`config.mk`:
```
export PLATFORM = sky130hd
export DESIGN_NAME = hfna_ctrl
export DESIGN_NICKNAME = d
export VERILOG_FILES = /design/src/hfna_pkg.sv /design/src/hfna_ctrl.sv
export SDC_FILE = /design/constraint.sdc
export NUM_CORES = 1
export LEC_CHECK = 0
export BUFFER_PORTS_ARGS = -buffer_cell sky130_fd_sc_hd__buf_2
export CAP_MARGIN = 20
export CORE_AREA = 3 3 40 42
export DETAILED_ROUTE_END_ITERATION = 8
export DIE_AREA = 0 0 43 45
export GPL_TIMING_DRIVEN = 0
export PLACE_DENSITY_LB_ADDON = 0.25
export SETUP_SLACK_MARGIN = 0.15
export SLEW_MARGIN = 20
export SYNTH_ARGS = -nofsm -noshare
export SYNTH_HDL_FRONTEND = slang
export SYNTH_SLANG_ARGS = --single-unit
```
`constraint.sdc`:
```
create_clock -name clk_i -period 1.3 [get_ports clk_i]
set_input_delay 0.26 -clock clk_i [delete_from_list [all_inputs] [get_ports clk_i]]
set_output_delay 0.26 -clock clk_i [all_outputs]
set_load 0.02 [all_outputs]
```
`src/hfna_pkg.sv`:
```
// shared types and constants of the neighbour-average hole fill block
package hfna_pkg;

  localparam int unsigned CH_W       = 16;
  localparam int unsigned PIX_W      = 3 * CH_W;
  localparam int unsigned CFG_W      = 16;
  localparam int unsigned SIDE_CFG_W = 13;
  localparam int unsigned SIDE_RESET = 4096;
  localparam logic [CH_W-1:0] FILL_RESET = 16'h8000;
  localparam int unsigned SUM_W      = CH_W + 3;
  localparam int unsigned CNT_W      = 4;
  localparam int unsigned DIV_BITS   = 4;
  localparam int unsigned DIV_W      = 20;
  localparam int unsigned DIV_CYC    = DIV_W / DIV_BITS;
  localparam int unsigned STEP_W     = 3;
  localparam int unsigned RD_LAST    = 3;

  typedef enum logic {
    REG_SIDE = 1'b0,
    REG_FILL = 1'b1
  } cfg_reg_e;

  typedef enum logic {
    ACT_PIXEL = 1'b0,
    ACT_FLUSH = 1'b1
  } action_e;

  typedef enum logic [1:0] {
    KIND_ORIG = 2'd0,
    KIND_AVG  = 2'd1,
    KIND_FILL = 2'd2
  } fill_kind_e;

  typedef enum logic [2:0] {
    ST_IDLE,
    ST_STORE,
    ST_READ,
    ST_DIV,
    ST_WB,
    ST_EMIT
  } hfna_state_e;

  typedef struct packed {
    logic            action;
    logic [CH_W-1:0] red_in;
    logic [CH_W-1:0] green_in;
    logic [CH_W-1:0] blue_in;
  } hfna_in_t;

  typedef struct packed {
    logic [CH_W-1:0] red_out;
    logic [CH_W-1:0] green_out;
    logic [CH_W-1:0] blue_out;
    logic [1:0]      fill_kind;
    logic            last_pixel;
  } hfna_out_t;

  typedef struct packed {
    logic       take;
    logic       store;
    logic       rd_en;
    logic       acc_en;
    logic [1:0] step;
    logic       div_en;
    logic       div_first;
    logic       wb;
    logic       emit;
  } hfna_cmd_t;

  typedef struct packed {
    logic fin_go;
    logic out_busy;
  } hfna_sts_t;

endpackage

```
`src/hfna_ctrl.sv`:
```
// sequencer for store, neighbour read, divide, write back and emit
module hfna_ctrl (
  input  logic              clk_i,
  input  logic              rst_ni,
  input  logic              in_valid_i,
  output logic              in_ready_o,
  output hfna_pkg::hfna_cmd_t cmd_o,
  input  hfna_pkg::hfna_sts_t sts_i
);
  import hfna_pkg::*;

  hfna_state_e       state_q, state_d;
  logic [STEP_W-1:0] step_q, step_d;

  always_ff @(posedge clk_i or negedge rst_ni) begin
    if (!rst_ni) begin
      state_q <= ST_IDLE;
      step_q  <= '0;
    end else begin
      state_q <= state_d;
      step_q  <= step_d;
    end
  end

  // next state
  always_comb begin
    state_d = state_q;
    step_d  = '0;
    unique case (state_q)
      ST_IDLE: begin
        if (in_valid_i) state_d = ST_STORE;
      end
      ST_STORE: begin
        state_d = sts_i.fin_go ? ST_READ : ST_IDLE;
      end
      ST_READ: begin
        if (step_q == STEP_W'(RD_LAST)) begin
          state_d = ST_DIV;
        end else begin
          step_d = step_q + 1'b1;
        end
      end
      ST_DIV: begin
        if (step_q == STEP_W'(DIV_CYC - 1)) begin
          state_d = ST_WB;
        end else begin
          step_d = step_q + 1'b1;
        end
      end
      ST_WB: begin
        state_d = ST_EMIT;
      end
      ST_EMIT: begin
        if (!sts_i.out_busy) state_d = ST_IDLE;
      end
      default: begin
        state_d = ST_IDLE;
      end
    endcase
  end

  // outputs
  always_comb begin
    cmd_o           = '0;
    in_ready_o      = 1'b0;
    cmd_o.step      = step_q[1:0];
    unique case (state_q)
      ST_IDLE: begin
        in_ready_o = 1'b1;
        cmd_o.take = in_valid_i;
      end
      ST_STORE: cmd_o.store = 1'b1;
      ST_READ: begin
        cmd_o.rd_en  = (step_q != STEP_W'(RD_LAST));
        cmd_o.acc_en = (step_q != '0);
      end
      ST_DIV: begin
        cmd_o.div_en    = 1'b1;
        cmd_o.div_first = (step_q == '0);
      end
      ST_WB:   cmd_o.wb = 1'b1;
      ST_EMIT: cmd_o.emit = !sts_i.out_busy;
      default: ;
    endcase
  end

endmodule

```
# Word-level counts from Yosys, hierarchy flattened
# Index checks and enable logic that the tools add are counted.
# op_classes
reduce_logical	5
muxes	16
n_addsub	1
n_eq_ne	12
# ops
op	n
$mux 3	6
$pmux 3 s6	1
$eq 3x2->1 const B	3
$eq 3x3->1 const B	3
$ne 2x2->1 const B	4
$logic_not 3->1	2
$mux 2	3
$pmux 3 s2	1
$mux 1	5
$reduce_and 4->1	1
$add 3x1->3 const B	1
$eq 3x1->1 const B	1
$ne 3x2->1 const B	1
$reduce_bool 3->1	1
$logic_not 1->1	1
# word_totals
output_inout_bits	11
inputBits	5
word_cells	36
ff_bits	6

# Logic depth before layout (Yosys ltp)
# Gate-level depths: netlist (run 1).
# logic_depth
depth_word	3
ltp_mapped	5
depth_no_buf	5

# Least setup slack after synthesis (run 1)
# No wires, ideal clock.
# synth_timing
path_type	register to output
from	register step_q[0]
to	output cmd_o[7] (netlist bit)
t_arrival_ps	1300
t_required_ps	1040
path_slack_ps	-260
stages_incl_launch_ff	4
path_cell_list	dfrtp_1 ha_1 ha_1 nor3_1
# synth_lines
element	line_no	rtl
start, declared	hfna_ctrl.sv:13	logic [STEP_W-1:0] step_q, step_d;
start signal, assigned	hfna_ctrl.sv:21	step_q <= step_d;
end, declared	hfna_ctrl.sv:7	output hfna_pkg::hfna_cmd_t cmd_o,

==> flow_metrics.py, run 1 <==
metrics = {
    "critical_path": {
        "worstPathArrival_ps": 1300,
        "worstSetupEndpointType": "output pin",
        "path_cells": "inv_2 -> ha_4 -> nor2b_4 -> and3_4 -> buf_6",
        "slowest_delay_ps": 400,
        "reg2reg_setup_slack_ps": 10,
        "cp_slowest_cell": "dfrtp_1",
        "cp_data_required_time_ps": 1040,
        "critPathKind": "reg2out",
        "start_kind": "register",
        "crit_fanout": 3,
    },
    "global_route": {
        "grtUsageTotal": 0.147,
        "overflow": 0,
        "antenna_found_initial": 0,
        "grt_pass1_wl_mm": 2.09,
        "grt_max_degree": 10,
        "grt_pass1_vias": 447,
    },
    "timing": {
        "hold_viol": 0,
        "skew_ps": 7.54,
        "relSlewSlack": 0.858,
        "fin_crit_ps": 1560,
        "fmaxAchievable_mhz": 640,
        "fin_crit_sh": 1.20,
        "rsz0062_at_grt": "true",
        "worst_slack_ps": -263,
        "setup_violations": 11,
        "finalSetupTns_ps": -1350,
        "slew_viol_final": 0,
        "holdWs_ps": 272,
        "worst_pin_slew_ps": 212,
    },
    "min_path": {
        "holdCritPathClass": "in2reg",
    },
    "cells_and_area": {
        "syn2layout_area_growth_pct": 126,
        "diodes": 0,
        "postLayoutCellArea_um2": 945,
        "drive_gt1_frac": 0.802,
        "final_common_cell": "buf_6",
        "fin_util": 0.735,
        "final_cell_mix": "19 x buf_6, 10 x buf_4, 4 x nand2b_4, 4 x nor3_4, 4 x buf_2",
        "nets": 92,
        "fillers": 84,
    },
    "synthesis": {
        "yosys_warnings": 0,
        "avgSynthCellArea_um2": 9.08,
        "syn_inst": 46,
        "yosysSeqAreaShare": 0.359,
        "synth_nets": 55,
        "ys_ff_latch": 6,
        "ys_types": 21,
        "synth.cell_area_um2": 418,
    },
    "floorplan": {
        "row_count": 13,
        "initial_core_util": 0.325,
        "fp.dieH_um": 45,
        "dieArea_um2": 1940,
        "core_um2": 1280,
        "fp.dieW_um": 43,
        "num_io_pins": 16,
    },
    "run_status": {
        "violations": "negative setup slack",
        "status": "complete, but fails checks",
    },
    "clock_tree": {
        "htreeDepth": 1,
        "cts_buffers": 3,
        "path_clk_slew_ps": 50,
        "worstSkewPairLatency_ps": 250,
        "clk_path_buf_depth": 2,
        "root_buffer": "clkbuf_4",
        "cts_tree": "done",
        "clock-sinks": 6,
    },
    "placed_design": {
        "place.detailed.hpwl_um": 686,
        "routabilityCongestion": 0.672,
        "place_area_um2": 603,
        "portBuffers": 15,
    },
    "routing": {
        "drc": 0,
        "first_iter_violations": 7,
        "routedWlPerCell_um": 13.4,
        "via_count": 465,
        "wl_mm": 1.29,
        "first_pass_iters": 3,
        "vias_per_cell": 4.84,
        "ant_nets": 0,
    },
    "pwr": {
        "power_frac_comb": 0.771,
        "max-vdd-ir-drop_mv": 1.66,
        "power_mw": 2.44,
        "intPower_mw": 1.45,
        "swShare": 0.405,
        "pwr-share-seq": 0.158,
        "leakagePower_nw": 0.421,
        "clock_power_share": 0.071,
        "p_sw_mw": 0.987,
        "p_per_area_nw_per_um2": 2580,
    },
    "job": {
        "drv_cap": 0,
    },
}
cell usage after synthesis:
| cell type | n | area share |
|---|---|---|
| o21ai_1 | 1 | 0.012 |
| inv_1 | 4 | 0.036 |
| buf_4 | 3 | 0.054 |
| and2b_1 | 1 | 0.018 |
| nor3b_1 | 1 | 0.018 |
| nor2b_1 | 2 | 0.030 |
| nor3_1 | 4 | 0.048 |
| nor3_2 | 1 | 0.024 |
| nand2_1 | 1 | 0.0090 |
| nand2b_1 | 5 | 0.075 |
| o31ai_1 | 1 | 0.018 |
| nor2_1 | 4 | 0.036 |
| o221ai_2 | 1 | 0.036 |
| a21oi_1 | 1 | 0.012 |
| nand2_2 | 1 | 0.015 |
| and2_1 | 2 | 0.030 |
| dfrtp_1 | 6 | 0.36 |
| nand3_1 | 1 | 0.012 |
| and3_1 | 1 | 0.015 |
| mux2i_1 | 1 | 0.024 |
| ha_1 | 4 | 0.12 |
worst max-delay path, delay by kind of cell (launching register included):
family	cells	cell delay, ps
adders and majority gates	1	130
buffers and inverters	2	190
DFF	1	400
and+or+nand+nor	2	350
flip-flops by register name (all words and copies together) (netlist names):
register	flops
state_q	3
step_q	3
power groups by stage:
stage          clock network, mW  logic [mW]  registers [mW]
6_report                   0.172        1.88           0.386
5_1_grt                    0.190        2.01           0.398
4_1_cts                    0.177        1.64           0.367
3_5_place_dp                   0        1.03           0.391
3_3_place_gp                   0        1.01           0.388
2_1_floorplan                  0       0.819           0.362
metrics by stage:
step | setup WS (ps) | instances
finish | -263 | 96
global route | -336 | 96
CTS | -304 | 93
detailed placement | -123 | 76
global placement | -120 | 76
floorplan | 17.0 | 46
routing by layer:
layer / vias to the layer above / wire, um / global-route usage
met2: 16 / 696 / 0.269
met1: 221 / 480 / 0.162
li1: 224 / - / -
met4: 0 / 37 / 0.0181
met3: 4 / 74 / 0.0637
met5: - / 0 / 0
path summary, 6_finish.rpt:
path                                start          to  cells past startpoint
worst max-delay path            step_q[1]    cmd_o[2]                      5
worst min-delay path             sts_i[1]  state_q[1]                      3
worst max register to register  step_q[0]   step_q[0]                      5
worst min register to register  step_q[0]   step_q[0]                      2
max in group asynchronous          rst_ni  state_q[2]                      2
min in group asynchronous          rst_ni  state_q[0]                      2
cell families (layout without fill, tap and decap cells):
family                     Yosys count  in the layout  share of synthesized area
adders and majority gates            4              4                      0.120
and+or+nand+nor                     24             24                      0.329
buffers and inverters                7             42                     0.0898
muxes                                1              1                     0.0240
AOI/OAI and AO/OA                    4              4                     0.0778
DFF                                  6              6                      0.359
cell type report:
class                           instances  area [um2]  area share
Tap cell                               15        18.8      0.0199
Sequential cell                         6         154       0.163
Inverter                                4        15.0      0.0159
Timing Repair Buffer                   32         300       0.318
Buffer                                  3        38.8      0.0411
Multi-Input combinational cell         33         395       0.419
Clock buffer                            3        22.5      0.0238
timing repair:
| item | in CTS | in global routing |
|---|---|---|
| hold endpoints to repair | 6 | 0 |
| hold buffers | 1 | 0 |
| pin swaps | 8 | 4 |
| buffers inserted | 13 | 3 |
| setup endpoints to repair | 15 | 15 |
| resized for setup | 39 | 14 |
Power figures use the tool's default switching activity.
==> run 2: changes to the inputs <==
- clock period: 1.3 -> 1.7 ns (I/O delays scaled with it)
==> run 2 against run 1 <==
- total power fell by 46%
- critical path type unchanged
- worst hold slack improved by 84 ps
- critical endpoint unchanged
- first-iteration DRC count fell by 86%
- final cell count fell by 6.3%
- the flow now finishes without violations
==> flow_metrics.py, run 2 (synthesized netlist as in run 1, its figures left out) <==
metrics = {
    "routing": {
        "ant_nets": 0,
        "routedWlPerCell_um": 9.98,
        "drc": 0,
        "first_iter_violations": 1,
        "vias_per_cell": 4.41,
        "first_pass_iters": 2,
        "via_count": 397,
        "wl_um": 898,
    },
    "cells_and_area": {
        "fin_util": 0.536,
        "fillers": 121,
        "diodes": 0,
        "nets": 86,
        "final_common_cell": "buf_4",
        "reg.largest.list": "state_q: 3 flops, step_q: 3 flops",
        "register_area_um2": 151,
        "syn2layout_area_growth_pct": 64.7,
        "drive_gt1_frac": 0.600,
        "final_cell_mix": "16 x buf_4, 11 x buf_2, 5 x dfrtp_1",
        "postLayoutCellArea_um2": 688,
        "multi_input_area_um2": 284,
    },
    "clock_tree": {
        "worstSkewPairLatency_ps": 230,
        "cts_buffers": 3,
        "path_clk_slew_ps": 40,
        "clk_path_buf_depth": 2,
        "clock-sinks": 6,
        "root_buffer": "clkbuf_4",
        "htreeDepth": 1,
        "cts_tree": "done",
    },
    "pwr": {
        "p_per_area_nw_per_um2": 1900,
        "leakagePower_nw": 0.345,
        "max-vdd-ir-drop_mv": 0.864,
    },
    "floorplan": {
        "num_io_pins": 16,
        "core_um2": 1280,
        "row_count": 13,
        "fp.dieW_um": 43,
        "fp.dieH_um": 45,
        "initial_core_util": 0.325,
        "dieArea_um2": 1940,
    },
    "placed_design": {
        "routabilityCongestion": 0.670,
        "portBuffers": 15,
        "place.detailed.hpwl_um": 631,
        "place_area_um2": 522,
    },
    "global_route": {
        "overflow": 0,
        "grt_pass1_wl_mm": 1.42,
        "antenna_found_initial": 0,
        "grtUsageTotal": 0.0966,
        "grt_pass1_vias": 371,
        "use_met1": 0.106,
        "grt_use_met3": 0.0239,
        "grt-busiest-layer": "met2",
        "grt_max_degree": 11,
        "grt_util_met2": 0.180,
    },
    "critical_path": {
        "start_kind": "register",
        "cp_top_family": "flip-flops",
        "slowest_delay_ps": 400,
        "worstSetupEndpointType": "output pin",
        "cp_slowest_cell": "dfrtp_1",
        "critPathKind": "reg2out",
        "path_cells": "inv_1 -> ha_2 -> nor2b_4 -> and3_1 -> buf_4",
        "cp_num_buf_inv": 2,
        "worstPathArrival_ps": 1300,
        "crit_fanout": 3,
        "cp_data_required_time_ps": 1360,
    },
    "timing": {
        "fin_crit_sh": 0.962,
        "setup_violations": 0,
        "fin_crit_ps": 1640,
        "hold_viol": 0,
        "worst_pin_slew_ps": 205,
        "slew_viol_final": 0,
        "skew_ps": 0.771,
        "relSlewSlack": 0.862,
        "finalSetupTns_ps": 0,
        "fmaxAchievable_mhz": 611,
        "holdWs_ps": 356,
        "rsz0062_at_grt": "true",
    },
    "run_status": {
        "status": "complete, no violations",
    },
    "job": {
        "drv_cap": 0,
    },
    "min_path": {
        "holdCritPathClass": "in2reg",
    },
}
==> run 2: worst register-to-register path: cells and delay by family, from the launching register on <==
family / cells / cell delay [ps]
simple gates: 1 / 60
flops: 1 / 390
fa+ha+maj: 2 / 480
mux: 1 / 140
compound gates: 1 / 30
==> run 2: final timing paths <==
| kind | start | endpoint | slack, ps | cells past startpoint |
|---|---|---|---|---|
| setup / recovery | step_q[0] | cmd_o[2] | 60 | 5 |
| hold / removal | sts_i[1] | state_q[1] | 360 | 3 |
| setup reg to reg | step_q[1] | step_q[2] | 490 | 5 |
| hold reg to reg | state_q[1] | state_q[1] | 490 | 1 |
| max in group asynchronous | rst_ni | state_q[1] | 1080 | 2 |
| min in group asynchronous | rst_ni | state_q[0] | 470 | 2 |
==> run 2: area by class of cell <==
type / instances / area share
well taps: 15 / 0.0273
flip-flops and latches: 6 / 0.220
clock buffers: 3 / 0.0327
plain buffers: 3 / 0.0327
multi-input cells: 33 / 0.413
repair buffers: 26 / 0.253
inverters: 4 / 0.0218
==> run 2: report_power, final <==
group          switching (mW)  internal, mW  total, mW
combinational           0.445         0.480      0.924
sequential             0.0574         0.204      0.262
clock                  0.0436        0.0793      0.123
==> run 2: what timing repair did <==
| item | 4_1_cts | 5_1_grt |
|---|---|---|
| resized for setup | 13 | 4 |
| hold endpoints to repair | 6 | 0 |
| pin swaps | 2 | 3 |
| setup endpoints to repair | 5 | 7 |
| buffers inserted | 7 | 3 |
| hold buffers | 1 | 0 |
==> run 2: metrics by stage <==
step                      cells  power, mW  setup WS (ps)
after CTS                    87       1.25           35.3
after global routing         90       1.42         -0.952
after floorplan              46      0.759            219
after global placement       76      0.923            182
final                        90       1.31           64.7
after detailed placement     76      0.932            161
==> run 2: per-layer routing <==
metal | share of wire | vias to the layer above
met4 | 0 | 0
met1 | 0.44 | 179
met5 | 0 | -
met2 | 0.51 | 9
met3 | 0.050 | 0
li1 | - | 209
